`config.mk`:
```
export PLATFORM = sky130hd
export DESIGN_NAME = selection_sort_engine_core_flat
export DESIGN_NICKNAME = d
export VERILOG_FILES = /design/src/rtl/sse_pkg.sv /design/src/rtl/sse_in_if.sv /design/src/rtl/sse_out_if.sv /design/src/rtl/selection_sort_engine_core.sv /design/src/rtl/sse_ram.sv /design/src/rtl/sse_min_unit.sv /design/src/flat_wrapper.sv
export SDC_FILE = /design/constraint.sdc
export NUM_CORES = 2
export LEC_CHECK = 0
export BUFFER_PORTS_ARGS = -buffer_cell sky130_fd_sc_hd__buf_4
export CAP_MARGIN = 20
export CORE_UTILIZATION = 29
export CTS_CLUSTER_SIZE = 12
export DETAILED_ROUTE_END_ITERATION = 12
export GPL_ROUTABILITY_DRIVEN = 0
export PLACE_DENSITY_LB_ADDON = 0.3
export SLEW_MARGIN = 5
export SYNTH_ARGS = -nofsm -noshare
export SYNTH_HDL_FRONTEND = slang
export SYNTH_SLANG_ARGS = --single-unit
```
`constraint.sdc`:
```
create_clock -name clk_i -period 7.35 [get_ports clk_i]
set_input_delay 0 -clock clk_i [delete_from_list [all_inputs] [get_ports clk_i]]
set_output_delay 0 -clock clk_i [all_outputs]
set_load 0.01 [all_outputs]
```
`src/rtl/sse_pkg.sv`:
```
// sse_pkg: shared constants and types of the selection sort engine
// no dependencies; compiled first
`default_nettype none

package sse_pkg;

  localparam int MAX_ITEMS_DEF  = 64;
  localparam int DATA_WIDTH_DEF = 32;

  // control from the sequencer to the shared compare unit
  typedef struct packed {
    logic start;
    logic rd_valid;
    logic taken;
  } scan_ctl_t;

endpackage

`default_nettype wire

```
`src/rtl/sse_in_if.sv`:
```
// sse_in_if: valid/ready channel carrying one element of the set per beat
// depends on sse_pkg
`default_nettype none

interface sse_in_if import sse_pkg::*; #(
  parameter int DATA_WIDTH = DATA_WIDTH_DEF
);
  logic                  valid;
  logic                  ready;
  logic [DATA_WIDTH-1:0] value;
  logic                  last;

  modport source (output valid, output value, output last, input ready);
  modport sink   (input valid, input value, input last, output ready);
endinterface

`default_nettype wire

```
`src/rtl/sse_out_if.sv`:
```
// sse_out_if: valid/ready channel carrying one sorted element per beat
// depends on sse_pkg
`default_nettype none

interface sse_out_if import sse_pkg::*; #(
  parameter int DATA_WIDTH = DATA_WIDTH_DEF
);
  logic                  valid;
  logic                  ready;
  logic [DATA_WIDTH-1:0] value_res;
  logic                  last_res;
  logic                  overflowed;

  modport source (output valid, output value_res, output last_res, output overflowed,
                  input ready);
  modport sink   (input valid, input value_res, input last_res, input overflowed,
                  output ready);
endinterface

`default_nettype wire

```
`src/rtl/selection_sort_engine_core.sv`:
```
// selection_sort_engine_core: loads a set of signed elements, then emits them ascending
// throughput: one element is loaded per cycle; after the last beat each result needs a
// scan pass reading every stored entry through one read port and one comparator, then a
// drain state and an emit state that waits for the output; input is not ready while a
// set is being sorted. reset clears the sequencer, count, overflow flag and
// taken marks at once; the element store is not cleared; uses sse_pkg, sse_ram, sse_min_unit
`default_nettype none

module selection_sort_engine_core import sse_pkg::*; #(
  parameter int MAX_ITEMS  = MAX_ITEMS_DEF,
  parameter int DATA_WIDTH = DATA_WIDTH_DEF
) (
  input wire logic clk_i,
  input wire logic rst_ni,
  sse_in_if.sink   in_i,
  sse_out_if.source out_o
);

  localparam int IW = $clog2(MAX_ITEMS);
  localparam int CW = $clog2(MAX_ITEMS + 1);

  localparam logic [1:0] S_LOAD  = 2'd0;
  localparam logic [1:0] S_SCAN  = 2'd1;
  localparam logic [1:0] S_DRAIN = 2'd2;
  localparam logic [1:0] S_EMIT  = 2'd3;

  logic [1:0]            state_q;
  logic [CW-1:0]         count_q;
  logic                  ovf_q;
  logic [MAX_ITEMS-1:0]  taken_q;
  logic [IW-1:0]         scan_idx_q;
  logic [IW-1:0]         emit_k_q;
  logic                  rd_valid_q;
  logic [IW-1:0]         rd_idx_q;
  logic                  out_valid_q;
  logic [DATA_WIDTH-1:0] out_value_q;
  logic                  out_last_q;
  logic                  out_ovf_q;

  logic                  full;
  logic                  in_fire;
  logic                  out_fire;
  logic                  emit_go;
  logic                  final_emit;
  logic [CW-1:0]         n_minus1;
  logic [IW-1:0]         last_idx;
  logic [DATA_WIDTH-1:0] rd_data;
  logic [DATA_WIDTH-1:0] best_value;
  logic [IW-1:0]         best_idx;
  logic                  found;
  scan_ctl_t             ctl;

  assign full       = (count_q == CW'(MAX_ITEMS));
  assign in_fire    = in_i.valid && in_i.ready;
  assign out_fire   = out_valid_q && out_o.ready;
  assign emit_go    = (state_q == S_EMIT) && (!out_valid_q || out_o.ready);
  assign n_minus1   = count_q - CW'(1);
  assign last_idx   = n_minus1[IW-1:0];
  assign final_emit = (emit_k_q == last_idx);

  assign ctl.start    = (in_fire && in_i.last) || (emit_go && !final_emit);
  assign ctl.rd_valid = rd_valid_q;
  assign ctl.taken    = taken_q[rd_idx_q];

  sse_ram #(
    .WIDTH (DATA_WIDTH),
    .DEPTH (MAX_ITEMS)
  ) u_store (
    .clk_i   (clk_i),
    .we_i    (in_fire && !full),
    .waddr_i (count_q[IW-1:0]),
    .wdata_i (in_i.value),
    .re_i    (state_q == S_SCAN),
    .raddr_i (scan_idx_q),
    .rdata_o (rd_data)
  );

  sse_min_unit #(
    .DATA_WIDTH (DATA_WIDTH),
    .IDX_WIDTH  (IW)
  ) u_min (
    .clk_i        (clk_i),
    .rst_ni       (rst_ni),
    .ctl_i        (ctl),
    .rd_data_i    (rd_data),
    .rd_idx_i     (rd_idx_q),
    .best_value_o (best_value),
    .best_idx_o   (best_idx),
    .found_o      (found)
  );

  always_ff @(posedge clk_i or negedge rst_ni) begin
    if (!rst_ni) begin
      state_q     <= S_LOAD;
      count_q     <= '0;
      ovf_q       <= 1'b0;
      taken_q     <= '0;
      scan_idx_q  <= '0;
      emit_k_q    <= '0;
      rd_valid_q  <= 1'b0;
      rd_idx_q    <= '0;
      out_valid_q <= 1'b0;
    end else begin
      rd_valid_q <= (state_q == S_SCAN);
      rd_idx_q   <= scan_idx_q;
      if (emit_go) begin
        out_valid_q <= 1'b1;
      end else if (out_fire) begin
        out_valid_q <= 1'b0;
      end
      case (state_q)
        S_LOAD: begin
          if (in_fire) begin
            if (full) begin
              ovf_q <= 1'b1;
            end else begin
              count_q <= count_q + CW'(1);
            end
            if (in_i.last) begin
              scan_idx_q <= '0;
              emit_k_q   <= '0;
              state_q    <= S_SCAN;
            end
          end
        end
        S_SCAN: begin
          scan_idx_q <= scan_idx_q + IW'(1);
          if (scan_idx_q == last_idx) begin
            state_q <= S_DRAIN;
          end
        end
        S_DRAIN: begin
          state_q <= S_EMIT;
        end
        S_EMIT: begin
          if (emit_go) begin
            if (final_emit) begin
              taken_q  <= '0;
              count_q  <= '0;
              ovf_q    <= 1'b0;
              emit_k_q <= '0;
              state_q  <= S_LOAD;
            end else begin
              taken_q[best_idx] <= 1'b1;
              emit_k_q          <= emit_k_q + IW'(1);
              scan_idx_q        <= '0;
              state_q           <= S_SCAN;
            end
          end
        end
        default: begin
          state_q <= S_LOAD;
        end
      endcase
    end
  end

  always_ff @(posedge clk_i) begin
    if (emit_go) begin
      out_value_q <= best_value;
      out_last_q  <= final_emit;
      out_ovf_q   <= ovf_q;
    end
  end

  assign in_i.ready       = (state_q == S_LOAD);
  assign out_o.valid      = out_valid_q;
  assign out_o.value_res  = out_value_q;
  assign out_o.last_res   = out_last_q;
  assign out_o.overflowed = out_ovf_q;

  a_emit_has_min: assert property (@(posedge clk_i) disable iff (!rst_ni)
    (state_q == S_EMIT) |-> found)
    else $error("emit without a selected entry");

  a_load_marks_clear: assert property (@(posedge clk_i) disable iff (!rst_ni)
    (state_q == S_LOAD) |-> (taken_q == '0))
    else $error("taken marks left set while loading");

  a_count_bound: assert property (@(posedge clk_i) disable iff (!rst_ni)
    count_q <= CW'(MAX_ITEMS))
    else $error("item count beyond capacity");

  a_scan_in_range: assert property (@(posedge clk_i) disable iff (!rst_ni)
    (state_q == S_SCAN) |-> (CW'(scan_idx_q) < count_q))
    else $error("scan index beyond stored items");

  a_last_starts_scan: assert property (@(posedge clk_i) disable iff (!rst_ni)
    (in_fire && in_i.last) |=> (state_q == S_SCAN) && (count_q != '0))
    else $error("last beat did not start a sort");

endmodule

`default_nettype wire

```
`src/rtl/sse_ram.sv`:
```
// sse_ram: generic single-write, single-read ram with registered read data
// no dependencies
`default_nettype none

module sse_ram #(
  parameter int WIDTH = 32,
  parameter int DEPTH = 64
) (
  input  wire logic                     clk_i,
  input  wire logic                     we_i,
  input  wire logic [$clog2(DEPTH)-1:0] waddr_i,
  input  wire logic [WIDTH-1:0]         wdata_i,
  input  wire logic                     re_i,
  input  wire logic [$clog2(DEPTH)-1:0] raddr_i,
  output      logic [WIDTH-1:0]         rdata_o
);

  logic [WIDTH-1:0] mem_q [DEPTH];
  logic [WIDTH-1:0] rdata_q;

  always_ff @(posedge clk_i) begin
    if (we_i) begin
      mem_q[waddr_i] <= wdata_i;
    end
    if (re_i) begin
      rdata_q <= mem_q[raddr_i];
    end
  end

  assign rdata_o = rdata_q;

endmodule

`default_nettype wire

```
`src/rtl/sse_min_unit.sv`:
```
// sse_min_unit: shared signed compare unit, tracks the smallest untaken entry of a pass
// depends on sse_pkg for scan_ctl_t
`default_nettype none

module sse_min_unit import sse_pkg::*; #(
  parameter int DATA_WIDTH = DATA_WIDTH_DEF,
  parameter int IDX_WIDTH  = 6
) (
  input  wire logic                  clk_i,
  input  wire logic                  rst_ni,
  input  wire scan_ctl_t             ctl_i,
  input  wire logic [DATA_WIDTH-1:0] rd_data_i,
  input  wire logic [IDX_WIDTH-1:0]  rd_idx_i,
  output      logic [DATA_WIDTH-1:0] best_value_o,
  output      logic [IDX_WIDTH-1:0]  best_idx_o,
  output      logic                  found_o
);

  logic                  found_q;
  logic [DATA_WIDTH-1:0] best_value_q;
  logic [IDX_WIDTH-1:0]  best_idx_q;
  logic                  take;

  // strict compare keeps the earliest entry on a tie
  assign take = ctl_i.rd_valid && !ctl_i.taken &&
                (!found_q || ($signed(rd_data_i) < $signed(best_value_q)));

  always_ff @(posedge clk_i or negedge rst_ni) begin
    if (!rst_ni) begin
      found_q <= 1'b0;
    end else if (ctl_i.start) begin
      found_q <= 1'b0;
    end else if (take) begin
      found_q <= 1'b1;
    end
  end

  always_ff @(posedge clk_i) begin
    if (take && !ctl_i.start) begin
      best_value_q <= rd_data_i;
      best_idx_q   <= rd_idx_i;
    end
  end

  assign best_value_o = best_value_q;
  assign best_idx_o   = best_idx_q;
  assign found_o      = found_q;

endmodule

`default_nettype wire
```
`src/flat_wrapper.sv`:
```
// flat-port wrapper written by rule: the top's interface ports become plain ports
module selection_sort_engine_core_flat import sse_pkg::*;
#(
  parameter int MAX_ITEMS  = MAX_ITEMS_DEF,
  parameter int DATA_WIDTH = DATA_WIDTH_DEF
)
  (clk_i, rst_ni, in_i_valid, in_i_value, in_i_last, in_i_ready, out_o_valid, out_o_value_res, out_o_last_res, out_o_overflowed, out_o_ready);
  sse_in_if #(.DATA_WIDTH(DATA_WIDTH)) in_i_i ();
  sse_out_if #(.DATA_WIDTH(DATA_WIDTH)) out_o_i ();
  input wire logic clk_i;
  input wire logic rst_ni;
  input wire logic [$bits(in_i_i.valid)-1:0] in_i_valid;
  input wire logic [$bits(in_i_i.value)-1:0] in_i_value;
  input wire logic [$bits(in_i_i.last)-1:0] in_i_last;
  output wire logic [$bits(in_i_i.ready)-1:0] in_i_ready;
  output wire logic [$bits(out_o_i.valid)-1:0] out_o_valid;
  output wire logic [$bits(out_o_i.value_res)-1:0] out_o_value_res;
  output wire logic [$bits(out_o_i.last_res)-1:0] out_o_last_res;
  output wire logic [$bits(out_o_i.overflowed)-1:0] out_o_overflowed;
  input wire logic [$bits(out_o_i.ready)-1:0] out_o_ready;
  assign in_i_i.valid = in_i_valid;
  assign in_i_i.value = in_i_value;
  assign in_i_i.last = in_i_last;
  assign in_i_ready = in_i_i.ready;
  assign out_o_valid = out_o_i.valid;
  assign out_o_value_res = out_o_i.value_res;
  assign out_o_last_res = out_o_i.last_res;
  assign out_o_overflowed = out_o_i.overflowed;
  assign out_o_i.ready = out_o_ready;
  selection_sort_engine_core #(.MAX_ITEMS(MAX_ITEMS), .DATA_WIDTH(DATA_WIDTH)) u_core (.clk_i(clk_i), .rst_ni(rst_ni), .in_i(in_i_i), .out_o(out_o_i));
endmodule
```
# == After elaboration in Yosys (flattened, before gate mapping) ==
# Memories as Yosys holds them, arrays and structs flattened. A register that Yosys moved wholly into a read port is not among the register bits.
# Cells that the tools add are included.
# totals
out_inout_bits,36
wordCells,104
memories,1
ff_bits,167
input_bits,37
ram_bits,2048
# mem_list
memory,words,width,read_ports,rd_clocked_by_memory_dff,write_ports,line,rtl
u_core.u_store.mem_q,64,32,1,1,1,sse_ram.sv:18,logic [WIDTH-1:0] mem_q [DEPTH];
# classes
n_eq_ne,14
n_bitwise,1
order_cmp,4
n_addsub,4
mux,35
n_reduce_logical,30
# op_table
op,n
$mux W64,1
$or A64 B64 Y64,1
$mux W6,6
$lt A32 B32 Y1,1
$mux W7,4
$pmux W6 S3,1
$reduce_and A5 Y1,3
$lt A6 B7 Y1 const B,2
$pmux W7 S2,1
$mux W1,13
$add A6 B1 Y6 const B,2
$eq A6 B6 Y1,2
$pmux W6 S2,1
$logic_and A1 B1 Y1,10
$ne A2 B2 Y1 const B,5
$mux W2,4
$pmux W2 S4,1
$reduce_and A4 Y1,2
$add A7 B1 Y7 const B,1
$eq A7 B7 Y1 const B,1
$bmux W1 S6,1
$demux W1 S6,1
$ge A6 B1 Y1 const B,1
$logic_not A1 Y1,6
10 further kinds,17

# == Depth between registers and ports, before layout ==
# depth
depth_word,7
ltp_mapped,10
mapped_depth_nobuf,8

# == Cells and area by module ==
# Synthesis repeated with hierarchy kept, for this count alone.
# hier_totals
cells_unflattened,3987
area_unflattened_um2,86671.9
# modules_own_cells
module,seq_area_each_um2,n_inst,area_each_um2,cells_per_inst
sse_ram,62459.9,1,78835.6,3324
selection_sort_engine_core,3373.2,1,5856.9,507
sse_min_unit,1166.1,1,1979.4,156

# == Worst setup path before layout ==
# Ideal clock, no wire load.
# synth_timing
path_kind,register -> register
start,reg u_core.rd_idx_q[1]
end,"reg u_core.u_min.best_idx_q[0], in the netlist u_core.u_min.best_idx_o[0], enable pin"
setup_ps,528
setup_slack_ps,1064
required_time_ps,6822
synth_period_minus_slack_ps,6286
stages_incl_launch_ff,8
arrival_ps,5758
n_path_buf,2
cell_sequence,dfrtp_1 -> clkbuf_1 -> buf_1 -> mux4_2 -> nand3_1 -> a31oi_1 -> or4_1 -> nor4_1
# synth_between
elab_chain_len,6
# synth_lines
element,line,rtl
"start, declared",selection_sort_engine_core.sv:34,logic [IW-1:0] rd_idx_q;
"start signal, assigned",selection_sort_engine_core.sv:105,rd_idx_q <= scan_idx_q;
$bmux W1 S6,selection_sort_engine_core.sv:63,assign ctl.taken = taken_q[rd_idx_q];
$mux W1 (not written as such),selection_sort_engine_core.sv:63,
$logic_not A1 Y1,sse_min_unit.sv:25,assign take = ctl_i.rd_valid && !ctl_i.taken &&
$logic_and A1 B1 Y1 (2 in series),sse_min_unit.sv:25,
$logic_and A1 B1 Y1,sse_min_unit.sv:39,if (take && !ctl_i.start) begin
"end signal, assigned",sse_min_unit.sv:41,best_idx_q <= rd_idx_i;
"end, declared",sse_min_unit.sv:21,logic [IDX_WIDTH-1:0] best_idx_q;
# No other way between the ends. The select of a mux whose other input is x is not followed.
# A chain may end at the register's enable or synchronous reset.

# == Final worst setup path ==
# layout_timing
start,"reg u_core.u_min.best_value_q[11], in the netlist u_core.u_min.best_value_o[11]"
end,"reg u_core.u_min.best_value_q[9], in the netlist u_core.u_min.best_value_o[9], enable pin"
# layout_between
elab_chain_len,4
# layout_lines
element,line,rtl
"start, declared",sse_min_unit.sv:20,logic [DATA_WIDTH-1:0] best_value_q;
"start signal, assigned",sse_min_unit.sv:40,best_value_q <= rd_data_i;
$lt A32 B32 Y1,sse_min_unit.sv:26,(!found_q || ($signed(rd_data_i) < $signed(best_value_q)));
$logic_or A1 B1 Y1,sse_min_unit.sv:26,
$logic_and A1 B1 Y1,sse_min_unit.sv:25,
$logic_and A1 B1 Y1,sse_min_unit.sv:39,
# No other way between the ends.

==> impl_metrics.csv <==
group,metric,value,unit
status,status,"completed",
synthesis,ys_types,54,
power_and_ir_drop,clkPwrFrac,42.9,%
detailed_routing,drcViolationCount,0,
global_routing,grt_use_met1,21.92,%
power_and_ir_drop,leakage,30.34,nW
synthesis,netlist_area,86410,µm²
synthesis,synth_seq_area_share,77.54,%
clock_tree,numCtsBuffers,229,
detailed_routing,avgRoutedWirePerCell,29.49,µm
sta,hold_viol,0,
die,dieArea,300100,µm²
worst_setup_path,worstPathMaxFanout,38,
run,cap_violations,0,
global_routing,overflow,0,
worst_setup_path,cp_data_required_time,7.83,ns
detailed_routing,via_count,40388,
min_path,hold_path.class,"input port to flop",
sta,max_freq,221.8,MHz
clock_tree,cts_root_buf,"clkbuf_16",
power_and_ir_drop,p_sw,5.020,mW
placed_design,dp_cells,7567,
clock_tree,clock_path_buffers,3,
synthesis,syn-mean-instance-area,23.63,µm²
global_routing,grtUsageMet2,25.44,%
power_and_ir_drop,p_seq_share,56.2,%
sta,worst_pin_slew,1.151,ns
die,start_util,29.14,%
synthesis,ys.flop_type,"edfxtp_1",
global_routing,grt_max_degree,128,
global_routing,grtUsageTotal,15.68,%
worst_setup_path,critPathSlowestCell,"nor4_1",
worst_setup_path,reg2reg_setup_slack,2.84,ns
worst_setup_path,r2r_end,"u_core.u_min.best_value_o[9]$_DFFE_PP_",
placed_design,io_buffers,72,
die,num_rows,200,
sta,slew_viol_final,0,
global_routing,grt_pass1_wl,332.0,mm
sta,finClkSkew,0.04702,ns
worst_setup_path,critical_path_class,"flop to flop",
worst_setup_path,r2r_cells,9,
power_and_ir_drop,p_comb_share,0.9,%
worst_setup_path,slowest_delay,1.02,ns
worst_setup_path,path_delay_family,"simple AND/OR/NAND/NOR gates",
placed_design,dp_hpwl,132.1,mm
synthesis,synth-seq-cells,2247,
power_and_ir_drop,sw_frac_of_total,20.15,%
die,core-area,296500,µm²
cells_and_area,nets,3976,
min_path,hold_path_depth,2,
clock_tree,cts.htree.levels,4,
die,io_pins,73,
clock_tree,clkSinkCount,2247,
worst_setup_path,arrival,4.99,ns
global_routing,grtUsageMet3,2.302,%
clock_tree,cts_tree,"done",
sta,rsz0062_at_grt,"no",
detailed_routing,drtIter0Drc,4345,
clock_tree,worstSkewPairLatency,0.87,ns
global_routing,grt_pass1_vias,41357,
synthesis,async_reset_ff_share,4.228,%
cells_and_area,mostFrequentLayoutCells,"edfxtp_1, mux4_2, clkbuf_16",
power_and_ir_drop,power.internal,19.89,mW
worst_setup_path,worst-path-buf-inv,2,
cells_and_area,final_cells,8015,
sta,max_slew_margin,23.10,%
power_and_ir_drop,vdd_drop_max,0.2876,mV
worst_setup_path,crit_chain,"inv_1 > ha_1 > nand4_1 > nor4_1 > a31oi_1 > a31oi_1 > nor4_1 > nor4_2 > buf_4",
worst_setup_path,crit_path_end_kind,"flop",
clock_tree,post_cts_buffers,0,
detailed_routing,ant_nets,0,
detailed_routing,drt_wl_total,236.4,mm
cells_and_area,syn_to_final_growth,15.36,%
synthesis,yosysWarnings,0,
detailed_routing,vias_per_cell,5.039,
die,die_x,547.8,µm
min_path,min_from,"in_i_value[29]",
sta,post-route-period-util,61.34,%
die,die_y,547.8,µm
synthesis,synthCells,3656,
cells_and_area,drive_gt1_share,29.80,%
synthesis,syn-num-nets,3733,
min_path,hold-path-endpoint,"u_core.u_store.mem_q[0][29]$_DFFE_PP_",
cells_and_area,final_common_cell,"edfxtp_1",
sta,setup_violations,0,
synthesis,synth_edf_count,2152,
detailed_routing,first_pass_iters,7,
cells_and_area,fillers,27520,
worst_setup_path,regToRegStartpoint,"u_core.u_min.best_value_o[11]$_DFFE_PP_",
worst_setup_path,crit_path_start_kind,"flop",
power_and_ir_drop,pwr_density_cell,249.9,nW/µm²
clock_tree,clk_pin_slew,0.06,ns
global_routing,busiest_layer,"met2",
sta,post-route-min-period,4.509,ns
sta,fin_tns_setup,0,ns
global_routing,antenna_found_initial,21,
[logic make-up after synthesis]
kind of cell / Yosys count / share of synthesized area, %
mux: 693 / 17.96
simple gates: 280 / 1.520
xor+xnor: 13 / 0.2273
flops: 2247 / 77.54
buf+inv: 236 / 1.157
fa+ha+maj: 40 / 0.5792
compound gates: 147 / 1.011
[cells in the mapped netlist, drive strengths merged, types with 2 or more instances]
master,number,area share (%)
inv,44,0.19
dfrtp,95,2.8
a2111o,2,0.026
nor4,4,0.029
clkbuf,95,0.41
nor2b,6,0.043
nand2,34,0.15
and2,5,0.036
xnor3,6,0.16
nor3b,9,0.078
or4,5,0.043
nand4,8,0.058
a21o,5,0.043
o21ai,18,0.10
a211oi,4,0.035
o31ai,8,0.070
a311oi,2,0.020
and3b,2,0.020
or2,7,0.051
o22ai,3,0.022
a22o,7,0.071
a31oi,5,0.036
mux4,686,18
xnor2,6,0.061
nor2,142,0.62
ha,40,0.58
buf,97,0.55
and4,2,0.020
or3,5,0.036
nand2b,10,0.072
nor3,7,0.041
mux2,2,0.026
nand3,21,0.12
a21oi,81,0.47
and3,10,0.072
mux2i,5,0.058
edfxtp,2152,75
a22oi,5,0.043
[power groups by stage]
stage                     clock network, mW  logic [mW]  registers, mW
after global placement                    0       0.190           14.3
after floorplan                           0    0.000439           14.3
after CTS                              10.9       0.224           14.0
after detailed placement                  0       0.204           14.3
final                                  10.7       0.217           14.0
after global routing                   11.4       0.241           14.0
[worst register-to-register path: stages (launching register included)]
cell,delay [ns]
edfxtp_1,0.45
inv_1,0.08
ha_1,0.32
nand4_1,0.35
nor4_1,1.02
a31oi_1,0.21
a31oi_1,0.72
nor4_1,0.16
nor4_2,0.17
buf_4,0.60
[flip-flops by register name, indices dropped and copies added, names as in the netlist, 7 cells and up]
register                   flops
u_core.u_store.rdata_o        32
u_core.u_min.best_value_o     32
u_core.taken_q                64
u_core.u_store.mem_q        2048
u_core.count_q                 7
u_core.out_o.value_res        32
[stage by stage]
step / worst slack (ns) / power (mW) / hold slack, ns / instance area (µm²) / utilization, %
floorplan: 1.064 / 14.28 / -0.2956 / 86410 / -
global placement: 2.806 / 14.47 / -0.09075 / 92320 / 31.13
detailed placement: 2.853 / 14.48 / -0.08746 / 92500 / 31.19
CTS: 2.830 / 25.14 / 0.1877 / 99620 / 33.60
global route: 2.903 / 25.60 / 0.2397 / 99670 / 33.61
finish: 2.841 / 24.91 / 0.2339 / 99680 / 33.61
[worst max-delay path by stage]
stage	from	endpoint	slack, ns	depth (start not counted)
2_1_floorplan	u_core.rd_idx_q[1]$_DFF_PN0_	u_core.u_min.best_idx_o[0]$_DFFE_PP_	1.06	7
3_3_place_gp	u_core.u_min.best_value_o[11]$_DFFE_PP_	u_core.u_min.best_value_o[4]$_DFFE_PP_	2.81	9
3_5_place_dp	u_core.u_min.best_value_o[11]$_DFFE_PP_	u_core.u_min.best_value_o[5]$_DFFE_PP_	2.85	9
4_1_cts	u_core.u_min.best_value_o[11]$_DFFE_PP_	u_core.u_min.best_value_o[9]$_DFFE_PP_	2.83	9
5_1_grt	u_core.u_min.best_value_o[11]$_DFFE_PP_	u_core.u_min.best_value_o[9]$_DFFE_PP_	2.90	9
6_report	u_core.u_min.best_value_o[11]$_DFFE_PP_	u_core.u_min.best_value_o[9]$_DFFE_PP_	2.84	9
[layer usage]
layer / share of wire, % / up-vias
met4: 2.5 / 8
met3: 6.0 / 317
met2: 48 / 1441
li1: - / 16101
met1: 43 / 22521
met5: 0.025 / -
[timing repair]
item,4_1_cts,5_1_grt
gates resized for setup,0,0
hold buffers,38,0
hold endpoints to repair,2161,0
[cell type report]
class / count / area (µm²) / area share [%]
sequential: 2247 / 67020 / 67.23
multi-input combinational: 1173 / 18880 / 18.95
clock buffer: 308 / 6098 / 6.118
tap: 3939 / 4928 / 4.944
timing repair buffer: 204 / 1927 / 1.933
clock inverter: 95 / 644.4 / 0.6464
inverter: 44 / 165.2 / 0.1657
antenna: 5 / 12.51 / 0.01255
Power figures use the tool's default switching activity.
